### src/hw/rtl/lcsc_pkg.sv
package lcsc_pkg;

    localparam int AVG_COUNT_DEF = 200;
    localparam int ADC_BITS_DEF  = 12;

    localparam int CAL_W    = 10;
    localparam int ALARM_W  = 23;
    localparam int WEIGHT_W = 24;
    localparam int QUOT_W   = 24;
    localparam int MODE_W   = 3;
    localparam int CNT_W    = 8;
    localparam int CG_W     = 7;
    localparam int APB_AW   = 4;
    localparam int APB_DW   = 32;

    localparam logic [CG_W-1:0] CG_PER_G = 7'd100;

    localparam logic [CAL_W-1:0]   CAL_MASS_RST  = 10'd100;
    localparam logic [ALARM_W-1:0] ALARM_ON_RST  = 23'd13000;
    localparam logic [ALARM_W-1:0] ALARM_OFF_RST = 23'd12000;

    localparam logic [1:0] REG_CAL_MASS  = 2'd0;
    localparam logic [1:0] REG_ALARM_ON  = 2'd1;
    localparam logic [1:0] REG_ALARM_OFF = 2'd2;

    localparam logic [MODE_W-1:0] M_IDLE     = 3'd0;
    localparam logic [MODE_W-1:0] M_AVG_ZERO = 3'd1;
    localparam logic [MODE_W-1:0] M_WAIT_SPN = 3'd2;
    localparam logic [MODE_W-1:0] M_AVG_SPAN = 3'd3;
    localparam logic [MODE_W-1:0] M_CONFIRM  = 3'd4;
    localparam logic [MODE_W-1:0] M_MEASURE  = 3'd5;
    localparam logic [MODE_W-1:0] M_TARE     = 3'd6;
    localparam logic [MODE_W-1:0] M_ALARM    = 3'd7;

    localparam logic signed [WEIGHT_W-1:0] W_MAX = 24'sh7FFFFF;
    localparam logic signed [WEIGHT_W-1:0] W_MIN = 24'sh800000;

    typedef struct packed {
        logic [CAL_W-1:0]   cal_mass;
        logic [ALARM_W-1:0] alarm_on;
        logic [ALARM_W-1:0] alarm_off;
    } cfg_t;

    typedef struct packed {
        logic              done;
        logic              ovf;
        logic [QUOT_W-1:0] quot;
    } div_res_t;

endpackage

### src/hw/rtl/load_cell_scale_controller_unit.sv
// Load cell scale controller. Each input transfer carries one converter sample and the
// action and reset button levels and yields exactly one result transfer with the net
// weight in centigrams, the mode, the LED and buzzer drives and the calibration error
// flag. An item is accepted in the idle state; offset, gain and scale arithmetic and the
// divider load take the states DIFF, MUL1, MUL2 and DIVGO, the bit-serial divider then
// gives 24 quotient bits, one per cycle, and its finish flag, and the GROSS and POST
// states do saturation, tare and mode update, the result being registered in POST. With
// equal references or a quotient beyond 24 bits the divider finishes at once. The input
// side is ready only while no item is in work; a finished result waits in the output
// register while the next item is accepted, and the next result is held back until that
// register is free. Configuration registers sit on the APB port at 0x0 (calibration mass,
// grams), 0x4 (alarm on level) and 0x8 (alarm off level).
module load_cell_scale_controller_unit
    import lcsc_pkg::*;
#(
    parameter int AVG_COUNT = AVG_COUNT_DEF,
    parameter int ADC_BITS  = ADC_BITS_DEF,
    parameter int S_DATA_W  = ((ADC_BITS + 7) / 8) * 8
)
(
    input  logic                clk,
    input  logic                rst_n,
    input  logic                s_tvalid,
    output logic                s_tready,
    // [ADC_BITS-1:0] adc_sample, rest zero
    input  logic [S_DATA_W-1:0] s_tdata,
    // [0] action_button, [1] reset_button
    input  logic [1:0]          s_tuser,
    output logic                m_tvalid,
    input  logic                m_tready,
    // [23:0] net_weight_cg, [26:24] mode_code, [27] red_led, [28] green_led,
    // [29] alarm_drive, [30] cal_error, [31] zero
    output logic [31:0]         m_tdata,
    input  logic                psel,
    input  logic                penable,
    input  logic                pwrite,
    input  logic [APB_AW-1:0]   paddr,
    input  logic [APB_DW-1:0]   pwdata,
    output logic [APB_DW-1:0]   prdata,
    output logic                pready
);

    localparam int REF_W = ADC_BITS + 8;
    localparam int P1_W  = REF_W + CAL_W;
    localparam int NUM_W = P1_W + CG_W;

    localparam logic [2:0] S_IDLE  = 3'd0;
    localparam logic [2:0] S_DIFF  = 3'd1;
    localparam logic [2:0] S_MUL1  = 3'd2;
    localparam logic [2:0] S_MUL2  = 3'd3;
    localparam logic [2:0] S_DIVGO = 3'd4;
    localparam logic [2:0] S_DIV   = 3'd5;
    localparam logic [2:0] S_GROSS = 3'd6;
    localparam logic [2:0] S_POST  = 3'd7;

    cfg_t     cfg;
    div_res_t dres;

    logic [2:0] seq_reg, seq_next;

    logic [ADC_BITS-1:0] sample_reg;
    logic                act_reg;
    logic                rst_btn_reg;

    logic [REF_W-1:0] diff_mag_reg;
    logic             neg_reg;
    logic [REF_W-1:0] den_mag_reg;
    logic             den_zero_reg;
    logic [P1_W-1:0]  prod1_reg;
    logic [NUM_W-1:0] num_reg;
    logic [QUOT_W-1:0] quot_reg;
    logic              ovf_reg;
    logic signed [WEIGHT_W-1:0] gross_reg;

    logic [MODE_W-1:0] mode_reg, mode_next;
    logic [REF_W-1:0]  sum_reg, sum_next;
    logic [CNT_W-1:0]  cnt_reg, cnt_next;
    logic [REF_W-1:0]  zero_reg, zero_next;
    logic [REF_W-1:0]  span_reg, span_next;
    logic signed [WEIGHT_W-1:0] tare_reg, tare_next;
    logic              red_reg, red_next;
    logic              buzz_reg, buzz_next;

    logic                       m_valid_reg;
    logic [31:0]                m_data_reg;

    logic                       accept;
    logic                       out_free;
    logic                       commit;
    logic [REF_W-1:0]           scaled;
    logic signed [REF_W:0]      diff;
    logic signed [REF_W:0]      den;
    logic signed [REF_W:0]      diff_abs;
    logic signed [REF_W:0]      den_abs;
    logic signed [WEIGHT_W-1:0] gross_calc;
    logic signed [WEIGHT_W:0]   net_wide;
    logic signed [WEIGHT_W-1:0] net;
    logic                       net_ge_on;
    logic                       net_lt_off;
    logic [REF_W-1:0]           sum_inc;
    logic [CNT_W:0]             cnt_inc;

    lcsc_regs u_regs
    (
        .clk     (clk),
        .rst_n   (rst_n),
        .psel    (psel),
        .penable (penable),
        .pwrite  (pwrite),
        .paddr   (paddr),
        .pwdata  (pwdata),
        .prdata  (prdata),
        .pready  (pready),
        .cfg     (cfg)
    );

    lcsc_div #(
        .NUM_W (NUM_W),
        .DEN_W (REF_W)
    ) u_div (
        .clk   (clk),
        .rst_n (rst_n),
        .start (seq_reg == S_DIVGO),
        .num   (num_reg),
        .den   (den_mag_reg),
        .res   (dres)
    );

    assign s_tready = (seq_reg == S_IDLE);
    assign accept   = s_tvalid & s_tready;
    assign out_free = !m_valid_reg || m_tready;
    assign commit   = (seq_reg == S_POST) && out_free;

    // sequencer
    always_comb
    begin
        seq_next = seq_reg;
        unique case (seq_reg)
            S_IDLE:  if (accept) seq_next = S_DIFF;
            S_DIFF:  seq_next = S_MUL1;
            S_MUL1:  seq_next = S_MUL2;
            S_MUL2:  seq_next = S_DIVGO;
            S_DIVGO: seq_next = S_DIV;
            S_DIV:   if (dres.done) seq_next = S_GROSS;
            S_GROSS: seq_next = S_POST;
            S_POST:  if (out_free) seq_next = S_IDLE;
            default: seq_next = S_IDLE;
        endcase
    end

    // offset and span differences
    assign scaled   = REF_W'(sample_reg) * REF_W'(AVG_COUNT);
    assign diff     = $signed({1'b0, scaled}) - $signed({1'b0, zero_reg});
    assign den      = $signed({1'b0, span_reg}) - $signed({1'b0, zero_reg});
    assign diff_abs = diff[REF_W] ? -diff : diff;
    assign den_abs  = den[REF_W] ? -den : den;

    // quotient to saturated gross
    always_comb
    begin
        if (den_zero_reg)
        begin
            gross_calc = '0;
        end
        else if (ovf_reg)
        begin
            gross_calc = neg_reg ? W_MIN : W_MAX;
        end
        else if (!neg_reg)
        begin
            gross_calc = quot_reg[QUOT_W-1] ? W_MAX : $signed(quot_reg);
        end
        else if (quot_reg[QUOT_W-1] && (quot_reg[QUOT_W-2:0] != '0))
        begin
            gross_calc = W_MIN;
        end
        else
        begin
            gross_calc = -$signed(quot_reg);
        end
    end

    assign net_wide = {gross_reg[WEIGHT_W-1], gross_reg} - {tare_reg[WEIGHT_W-1], tare_reg};

    always_comb
    begin
        if (net_wide[WEIGHT_W] != net_wide[WEIGHT_W-1])
        begin
            net = net_wide[WEIGHT_W] ? W_MIN : W_MAX;
        end
        else
        begin
            net = net_wide[WEIGHT_W-1:0];
        end
    end

    assign net_ge_on  = !net[WEIGHT_W-1] && (net[ALARM_W-1:0] >= cfg.alarm_on);
    assign net_lt_off = net[WEIGHT_W-1] || (net[ALARM_W-1:0] < cfg.alarm_off);

    assign sum_inc = sum_reg + REF_W'(sample_reg);
    assign cnt_inc = {1'b0, cnt_reg} + 1'b1;

    // mode update
    always_comb
    begin
        mode_next = mode_reg;
        sum_next  = sum_reg;
        cnt_next  = cnt_reg;
        zero_next = zero_reg;
        span_next = span_reg;
        tare_next = tare_reg;
        red_next  = red_reg;
        buzz_next = buzz_reg;
        if (rst_btn_reg)
        begin
            mode_next = M_IDLE;
            red_next  = 1'b1;
            buzz_next = 1'b0;
        end
        else
        begin
            unique case (mode_reg)
                M_IDLE:
                begin
                    red_next  = 1'b1;
                    buzz_next = 1'b0;
                    if (act_reg)
                    begin
                        sum_next  = '0;
                        cnt_next  = '0;
                        mode_next = M_AVG_ZERO;
                    end
                end
                M_AVG_ZERO, M_AVG_SPAN:
                begin
                    red_next  = !red_reg;
                    buzz_next = 1'b0;
                    sum_next  = sum_inc;
                    cnt_next  = cnt_inc[CNT_W-1:0];
                    if (cnt_inc >= (CNT_W + 1)'(AVG_COUNT))
                    begin
                        if (mode_reg == M_AVG_ZERO)
                        begin
                            zero_next = sum_inc;
                            mode_next = M_WAIT_SPN;
                        end
                        else
                        begin
                            span_next = sum_inc;
                            mode_next = M_CONFIRM;
                        end
                        sum_next = '0;
                        cnt_next = '0;
                    end
                end
                M_WAIT_SPN:
                begin
                    red_next  = !red_reg;
                    buzz_next = 1'b0;
                    if (act_reg)
                    begin
                        sum_next  = '0;
                        cnt_next  = '0;
                        mode_next = M_AVG_SPAN;
                    end
                end
                M_CONFIRM:
                begin
                    red_next  = act_reg ? 1'b0 : !red_reg;
                    buzz_next = 1'b0;
                    if (act_reg)
                    begin
                        mode_next = M_MEASURE;
                    end
                end
                M_MEASURE:
                begin
                    red_next  = 1'b0;
                    buzz_next = 1'b0;
                    if (act_reg)
                    begin
                        tare_next = gross_reg;
                        mode_next = M_TARE;
                    end
                    else if (net_ge_on)
                    begin
                        mode_next = M_ALARM;
                    end
                end
                M_TARE:
                begin
                    red_next  = 1'b0;
                    buzz_next = 1'b0;
                    mode_next = M_MEASURE;
                end
                M_ALARM:
                begin
                    if (net_lt_off)
                    begin
                        red_next  = 1'b0;
                        buzz_next = 1'b0;
                        mode_next = M_MEASURE;
                    end
                    else
                    begin
                        red_next  = !red_reg;
                        buzz_next = !buzz_reg;
                    end
                end
                default:
                begin
                    mode_next = M_IDLE;
                end
            endcase
        end
    end

    always_ff @(posedge clk or negedge rst_n)
    begin
        if (!rst_n)
        begin
            seq_reg     <= S_IDLE;
            mode_reg    <= M_IDLE;
            sum_reg     <= '0;
            cnt_reg     <= '0;
            zero_reg    <= '0;
            span_reg    <= '0;
            tare_reg    <= '0;
            red_reg     <= 1'b1;
            buzz_reg    <= 1'b0;
            m_valid_reg <= 1'b0;
        end
        else
        begin
            seq_reg <= seq_next;
            if (commit)
            begin
                mode_reg <= mode_next;
                sum_reg  <= sum_next;
                cnt_reg  <= cnt_next;
                zero_reg <= zero_next;
                span_reg <= span_next;
                tare_reg <= tare_next;
                red_reg  <= red_next;
                buzz_reg <= buzz_next;
            end
            if (commit)
            begin
                m_valid_reg <= 1'b1;
            end
            else if (m_tready)
            begin
                m_valid_reg <= 1'b0;
            end
        end
    end

    always_ff @(posedge clk)
    begin
        if (accept)
        begin
            sample_reg  <= s_tdata[ADC_BITS-1:0];
            act_reg     <= s_tuser[0];
            rst_btn_reg <= s_tuser[1];
        end
        if (seq_reg == S_DIFF)
        begin
            diff_mag_reg <= diff_abs[REF_W-1:0];
            den_mag_reg  <= den_abs[REF_W-1:0];
            neg_reg      <= diff[REF_W] ^ den[REF_W];
            den_zero_reg <= (span_reg == zero_reg);
        end
        if (seq_reg == S_MUL1)
        begin
            prod1_reg <= P1_W'(diff_mag_reg) * P1_W'(cfg.cal_mass);
        end
        if (seq_reg == S_MUL2)
        begin
            num_reg <= NUM_W'(prod1_reg) * NUM_W'(CG_PER_G);
        end
        if ((seq_reg == S_DIV) && dres.done)
        begin
            quot_reg <= dres.quot;
            ovf_reg  <= dres.ovf;
        end
        if (seq_reg == S_GROSS)
        begin
            gross_reg <= gross_calc;
        end
        if (commit)
        begin
            m_data_reg <= {1'b0, den_zero_reg, buzz_next,
                           (mode_next == M_MEASURE) || (mode_next == M_TARE),
                           red_next, mode_next, net};
        end
    end

    assign m_tvalid = m_valid_reg;
    assign m_tdata  = m_data_reg;

`ifndef SYNTHESIS
    a_done_in_div: assert property (@(posedge clk) disable iff (!rst_n)
        dres.done |-> (seq_reg == S_DIV))
        else $error("divider finished outside its wait state");

    a_red_off_measure: assert property (@(posedge clk) disable iff (!rst_n)
        ((mode_reg == M_MEASURE) || (mode_reg == M_TARE)) |-> !red_reg)
        else $error("red led on while measuring");

    a_buzz_only_alarm: assert property (@(posedge clk) disable iff (!rst_n)
        buzz_reg |-> (mode_reg == M_ALARM))
        else $error("buzzer on outside alarm mode");

    a_count_bound: assert property (@(posedge clk) disable iff (!rst_n)
        ({1'b0, cnt_reg} < (CNT_W + 1)'(AVG_COUNT)))
        else $error("sample count past averaging length");
`endif

endmodule

### src/hw/rtl/lcsc_regs.sv
module lcsc_regs
    import lcsc_pkg::*;
(
    input  logic              clk,
    input  logic              rst_n,
    input  logic              psel,
    input  logic              penable,
    input  logic              pwrite,
    input  logic [APB_AW-1:0] paddr,
    input  logic [APB_DW-1:0] pwdata,
    output logic [APB_DW-1:0] prdata,
    output logic              pready,
    output cfg_t              cfg
);

    cfg_t cfg_reg;
    cfg_t cfg_next;
    logic wr_en;

    assign pready = 1'b1;
    assign wr_en  = psel & penable & pwrite;
    assign cfg    = cfg_reg;

    always_comb
    begin
        cfg_next = cfg_reg;
        if (wr_en)
        begin
            unique case (paddr[3:2])
                REG_CAL_MASS:  cfg_next.cal_mass  = pwdata[CAL_W-1:0];
                REG_ALARM_ON:  cfg_next.alarm_on  = pwdata[ALARM_W-1:0];
                REG_ALARM_OFF: cfg_next.alarm_off = pwdata[ALARM_W-1:0];
                default:       cfg_next = cfg_reg;
            endcase
        end
    end

    always_ff @(posedge clk or negedge rst_n)
    begin
        if (!rst_n)
        begin
            cfg_reg.cal_mass  <= CAL_MASS_RST;
            cfg_reg.alarm_on  <= ALARM_ON_RST;
            cfg_reg.alarm_off <= ALARM_OFF_RST;
        end
        else
        begin
            cfg_reg <= cfg_next;
        end
    end

    always_comb
    begin
        unique case (paddr[3:2])
            REG_CAL_MASS:  prdata = APB_DW'(cfg_reg.cal_mass);
            REG_ALARM_ON:  prdata = APB_DW'(cfg_reg.alarm_on);
            REG_ALARM_OFF: prdata = APB_DW'(cfg_reg.alarm_off);
            default:       prdata = '0;
        endcase
    end

endmodule

### src/hw/rtl/lcsc_div.sv
module lcsc_div
    import lcsc_pkg::*;
#(
    parameter int NUM_W = 37,
    parameter int DEN_W = 20
)
(
    input  logic             clk,
    input  logic             rst_n,
    input  logic             start,
    input  logic [NUM_W-1:0] num,
    input  logic [DEN_W-1:0] den,
    output div_res_t         res
);

    localparam int DSR_W = DEN_W + QUOT_W;
    localparam int CNT_DW = $clog2(QUOT_W);

    logic [NUM_W-1:0]  rem_reg, rem_next;
    logic [DSR_W-1:0]  dsr_reg, dsr_next;
    logic [QUOT_W-1:0] quot_reg, quot_next;
    logic [CNT_DW-1:0] cnt_reg, cnt_next;
    logic              busy_reg, busy_next;
    logic              done_reg, done_next;
    logic              ovf_reg, ovf_next;
    logic              ge;
    logic              ovf_in;

    assign ovf_in = DSR_W'(num) >= {den, QUOT_W'(0)};
    assign ge     = DSR_W'(rem_reg) >= dsr_reg;

    always_comb
    begin
        rem_next  = rem_reg;
        dsr_next  = dsr_reg;
        quot_next = quot_reg;
        cnt_next  = cnt_reg;
        busy_next = busy_reg;
        done_next = 1'b0;
        ovf_next  = ovf_reg;
        if (start)
        begin
            rem_next  = num;
            dsr_next  = DSR_W'({den, (QUOT_W - 1)'(0)});
            quot_next = '0;
            cnt_next  = CNT_DW'(QUOT_W - 1);
            ovf_next  = ovf_in;
            busy_next = !ovf_in;
            done_next = ovf_in;
        end
        else if (busy_reg)
        begin
            if (ge)
            begin
                rem_next = rem_reg - dsr_reg[NUM_W-1:0];
            end
            quot_next = {quot_reg[QUOT_W-2:0], ge};
            dsr_next  = dsr_reg >> 1;
            cnt_next  = cnt_reg - 1'b1;
            if (cnt_reg == '0)
            begin
                busy_next = 1'b0;
                done_next = 1'b1;
            end
        end
    end

    always_ff @(posedge clk or negedge rst_n)
    begin
        if (!rst_n)
        begin
            busy_reg <= 1'b0;
            done_reg <= 1'b0;
            cnt_reg  <= '0;
        end
        else
        begin
            busy_reg <= busy_next;
            done_reg <= done_next;
            cnt_reg  <= cnt_next;
        end
    end

    always_ff @(posedge clk)
    begin
        rem_reg  <= rem_next;
        dsr_reg  <= dsr_next;
        quot_reg <= quot_next;
        ovf_reg  <= ovf_next;
    end

    assign res.done = done_reg;
    assign res.ovf  = ovf_reg;
    assign res.quot = quot_reg;

endmodule

### config.mk
export PLATFORM = sky130hd
export DESIGN_NAME = load_cell_scale_controller_unit
export DESIGN_NICKNAME = d
export VERILOG_FILES = /design/src/hw/rtl/lcsc_pkg.sv /design/src/hw/rtl/load_cell_scale_controller_unit.sv /design/src/hw/rtl/lcsc_regs.sv /design/src/hw/rtl/lcsc_div.sv
export SDC_FILE = /design/constraint.sdc
export NUM_CORES = 2
export LEC_CHECK = 0
export BUFFER_PORTS_ARGS = -buffer_cell sky130_fd_sc_hd__buf_2
export CAP_MARGIN = 5
export CORE_MARGIN = 2
export CORE_UTILIZATION = 42
export DETAILED_ROUTE_END_ITERATION = 8
export GPL_TIMING_DRIVEN = 1
export PLACE_DENSITY_LB_ADDON = 0.08
export SLEW_MARGIN = 20
export SYNTH_ARGS = -nofsm -noshare
export SYNTH_HDL_FRONTEND = slang
export SYNTH_SLANG_ARGS = --single-unit
### constraint.sdc
create_clock -name clk -period 6.1 [get_ports clk]
set_input_delay 0.61 -clock clk [delete_from_list [all_inputs] [get_ports clk]]
set_output_delay 0.61 -clock clk [all_outputs]
set_load 0.005 [all_outputs]
==> impl_metrics.env <==
export IMPL_antenna_cells=0
export IMPL_cp_slowest_cell="dfstp_2"
export IMPL_core_area_mm2=0.0866
export IMPL_grt_first_pass_wirelength_um=144000
export IMPL_first_global_vias=26100
export IMPL_htreeDepth=2
export IMPL_critPathLaunchType="register"
export IMPL_cts_tree="done"
export IMPL_synthAdderAreaFrac_pct=22.6
export IMPL_reg2reg_from="u_regs.cfg[48]"
export IMPL_path_cells="buf_12 -> nand2_1 -> fa_1 -> inv_1 -> fa_1 -> fa_1 -> fa_1 -> fa_1 -> ha_1 -> a21oi_2 -> o221ai_2 -> nor4_2 -> buf_4 -> o311a_4 -> a21oi_1 -> and2_1 -> a311o_1 -> a21oi_2 -> xnor2_1"
export IMPL_io_buffer_count=101
export IMPL_holdPathStages=1
export IMPL_fp_dieH_um=299
export IMPL_synth_cell_types=95
export IMPL_crit_required_ns=6.47
export IMPL_hpwl_um=69300
export IMPL_regToRegSetupSlack_ns=0.22
export IMPL_ios=128
export IMPL_cts_made_buffers=57
export IMPL_cts_root_buffer="clkbuf_16"
export IMPL_max_slew_margin_pct=27.2
export IMPL_dpl_cell_area_mm2=0.0385
export IMPL_place_gp_congestion=0.849
export IMPL_first_pass_iters=7
export IMPL_grt_use_met1_pct=27.4
export IMPL_ys_seq_area_share_pct=35.1
export IMPL_grt_util_met2_pct=34.0
export IMPL_synthCells=3800
export IMPL_clock_sinks=470
export IMPL_grt_overflow_total=0
export IMPL_tightest_slew_ns=1.08
export IMPL_drive_gt1_share_pct=10.3
export IMPL_die_area_mm2=0.0895
export IMPL_drv_cap=0
export IMPL_insertion_delay_ns=0.65
export IMPL_finalClockSkew_ns=0.0344
export IMPL_drv_slew=0
export IMPL_top_usage_layer="met2"
export IMPL_design_area_mm2=0.0407
export IMPL_wl_per_cell_um=17.6
export IMPL_grt_antenna_before_repair=2
export IMPL_fmax_mhz=170
export IMPL_r2r_end="prod1_reg[29]"
export IMPL_largest_reg_flops=56
export IMPL_die_w_um=299
export IMPL_vias=26500
export IMPL_end_kind="register"
export IMPL_start_util_pct=42.3
export IMPL_ys_flop_type="edfxtp_1"
export IMPL_synth_seq_cells=470
export IMPL_grtUsageTotal_pct=20.1
export IMPL_cts_path_max_buffers=3
export IMPL_worst_path_max_fanout=15
export IMPL_path_common_cell="fa_1"
export IMPL_nNetsFinal=4517
export IMPL_fin_crit_sh_pct=96.4
export IMPL_drt_iter0_drc=1623
export IMPL_totalWireLength_um=90000
export IMPL_rsz0062_at_grt="true"
export IMPL_synth_compound_area_share_pct=14.0
export IMPL_crit_type="register to register"
export IMPL_status="finished, final reports clean"
export IMPL_drc=0
export IMPL_max_stage_delay_ns=0.60
export IMPL_path_clk_slew_ns=0.06
export IMPL_holdWs_ns=0.142
export IMPL_row_count=108
export IMPL_hold_path_startpoint="s_tdata[1]"
export IMPL_tns_ns=0
export IMPL_antenna_left=0
export IMPL_min_path_type="input pin to register"
export IMPL_hold_end="sample_reg[1]"
export IMPL_crit_arrival_ns=6.25
export IMPL_synth_edf_count=259
export IMPL_syn_area_per_cell_um2=9.63
export IMPL_synth_xor_area_share_pct=4.64
export IMPL_synth_mux_area_fraction_pct=3.65
export IMPL_layout_area_overhead_vs_synth_pct=11.1
export IMPL_use_met3_pct=2.83
export IMPL_synthesis_area_mm2=0.0366
export IMPL_avgViaCountPerCell=5.19
export IMPL_async_reset_ff_share_pct=34.9
export IMPL_reg2reg_depth=19
export IMPL_synth_top_family_by_area="adder cells"
export IMPL_period_minus_slack_ns=5.88
export IMPL_setup_viol=0
export IMPL_synth_warnings=0
export IMPL_synthSimpleGateAreaFrac_pct=13.6
export IMPL_finalHoldViolCount=0
export IMPL_grt_max_degree=131
-- metal layers --
layer,part of all wire (%),up-vias
li1,-,13300
met1,46,12800
met2,48,341
met3,3.6,87
met4,1.9,0
met5,0,-
-- cells in the final DEF (no fill, tap or decap), types with 15 or more instances in the layout --
cell type and n:
and3_1 21, dfstp_2 17, nand4_1 25, o21bai_1 20, and2_1 98, clkbuf_16 60, fa_1 178, nand3_1 61
a22o_1 27, edfxtp_1 259, o21a_1 31, a21o_1 114, nand2_1 349, dfxtp_1 47, a211oi_1 26, nor3_1 42
o211ai_1 15, nor4_1 19, a21oi_1 213, nor2b_1 37, o21ai_0 224, buf_2 101, buf_4 65, nor2_1 257
a31oi_1 22, nand2b_1 37, xor2_1 60, ha_1 374, dfrtp_1 140, xnor2_1 134, or3_1 21, mux2_2 59
inv_1 458, mux2i_1 67
-- cells by family after synthesis --
group                      after synthesis
xor gates and xnor gates               194
AOI/OAI and AO/OA                      811
and+or+nand+nor                       1039
buffers and inverters                  604
DFF                                    470
adders and majority gates              554
muxes                                  126
other                                    2
-- worst max path at each step --
stage / startpoint / endpoint / slack (ns) / cells after the start
2_1_floorplan: u_regs.cfg[48] / prod1_reg[29] / 0.18 / 19
6_report: u_regs.cfg[48] / prod1_reg[29] / 0.22 / 19
3_3_place_gp: u_regs.cfg[49] / prod1_reg[29] / 0.05 / 20
4_1_cts: u_regs.cfg[48] / prod1_reg[29] / 0.007 / 19
3_5_place_dp: u_regs.cfg[49] / prod1_reg[29] / -0.06 / 20
5_1_grt: u_regs.cfg[48] / prod1_reg[29] / -0.09 / 19
-- synth_stat cells, types with 6 or more instances --
cell / n / share of area (%)
inv_1: 459 / 4.7
ha_1: 376 / 13
nand2_1: 349 / 3.6
edfxtp_1: 259 / 21
nor2_1: 259 / 2.7
o21ai_0: 226 / 3.1
a21oi_1: 216 / 3.0
fa_1: 178 / 9.7
dfrtp_1: 147 / 10
xnor2_1: 134 / 3.2
clkbuf_1: 118 / 1.2
a21o_1: 114 / 2.3
and2_1: 99 / 1.7
mux2i_1: 67 / 1.8
nand3_1: 61 / 0.83
xor2_1: 60 / 1.4
mux2_2: 59 / 1.8
dfxtp_1: 47 / 2.6
nor3_1: 43 / 0.59
nand2b_1: 38 / 0.65
nor2b_1: 38 / 0.65
o21a_1: 31 / 0.64
a211oi_1: 27 / 0.55
a22o_1: 27 / 0.65
nand4_1: 25 / 0.43
a31oi_1: 22 / 0.38
and3_1: 21 / 0.36
nor4_1: 21 / 0.36
or3_1: 21 / 0.36
o21bai_1: 20 / 0.41
dfstp_2: 17 / 1.2
nor3b_1: 15 / 0.31
o211ai_1: 15 / 0.31
o22a_1: 14 / 0.33
o31ai_1: 14 / 0.29
buf_4: 12 / 0.25
or2_2: 9 / 0.15
a211o_1: 7 / 0.17
buf_2: 7 / 0.096
o211a_1: 7 / 0.19
o31a_1: 7 / 0.17
a21boi_0: 6 / 0.12
-- critical path: cells and delay by family, from the launching register on --
kind | cells | cell delay (ns)
adder cells (fa/ha/maj) | 6 | 2.87
XOR/XNOR | 1 | 0.08
flip-flops | 1 | 0.60
buffers and inverters | 3 | 0.39
AO/OA/AOI/OAI | 6 | 1.15
AND/OR/NAND/NOR | 3 | 0.51
-- timing repair --
action                                  in CTS  in global routing
pin swaps                                    0                  8
hold buffers                                 1                  0
gates cloned                                 0                  0
endpoints found under the setup margin       1                  7
endpoints found under the hold margin       34                  0
resized for setup                            4                 24
buffers inserted                             0                 11
-- stage by stage --
stage	std cells	util (%)	worst slack, ns
after floorplan	3809	-	0.178
after global placement	4986	44.5	0.0520
after detailed placement	4986	44.5	-0.0587
after CTS	5094	46.7	0.00741
after global routing	5105	47.0	-0.0886
final	5105	47.0	0.220
-- area by class of cell --
| cell class | instances | area (um^2) |
|---|---|---|
| fillers | 8288 | 45900 |
| multi-input cells | 2735 | 21600 |
| flip-flops and latches | 470 | 12900 |
| inverters | 460 | 1730 |
| clock buffers | 79 | 1630 |
| well taps | 1155 | 1450 |
| repair buffers | 178 | 1170 |
| clock inverters | 28 | 269 |
Power is left out: the tool's default activity adds up to more than one toggle a clock period on the data nets, which glitch-free logic cannot reach.
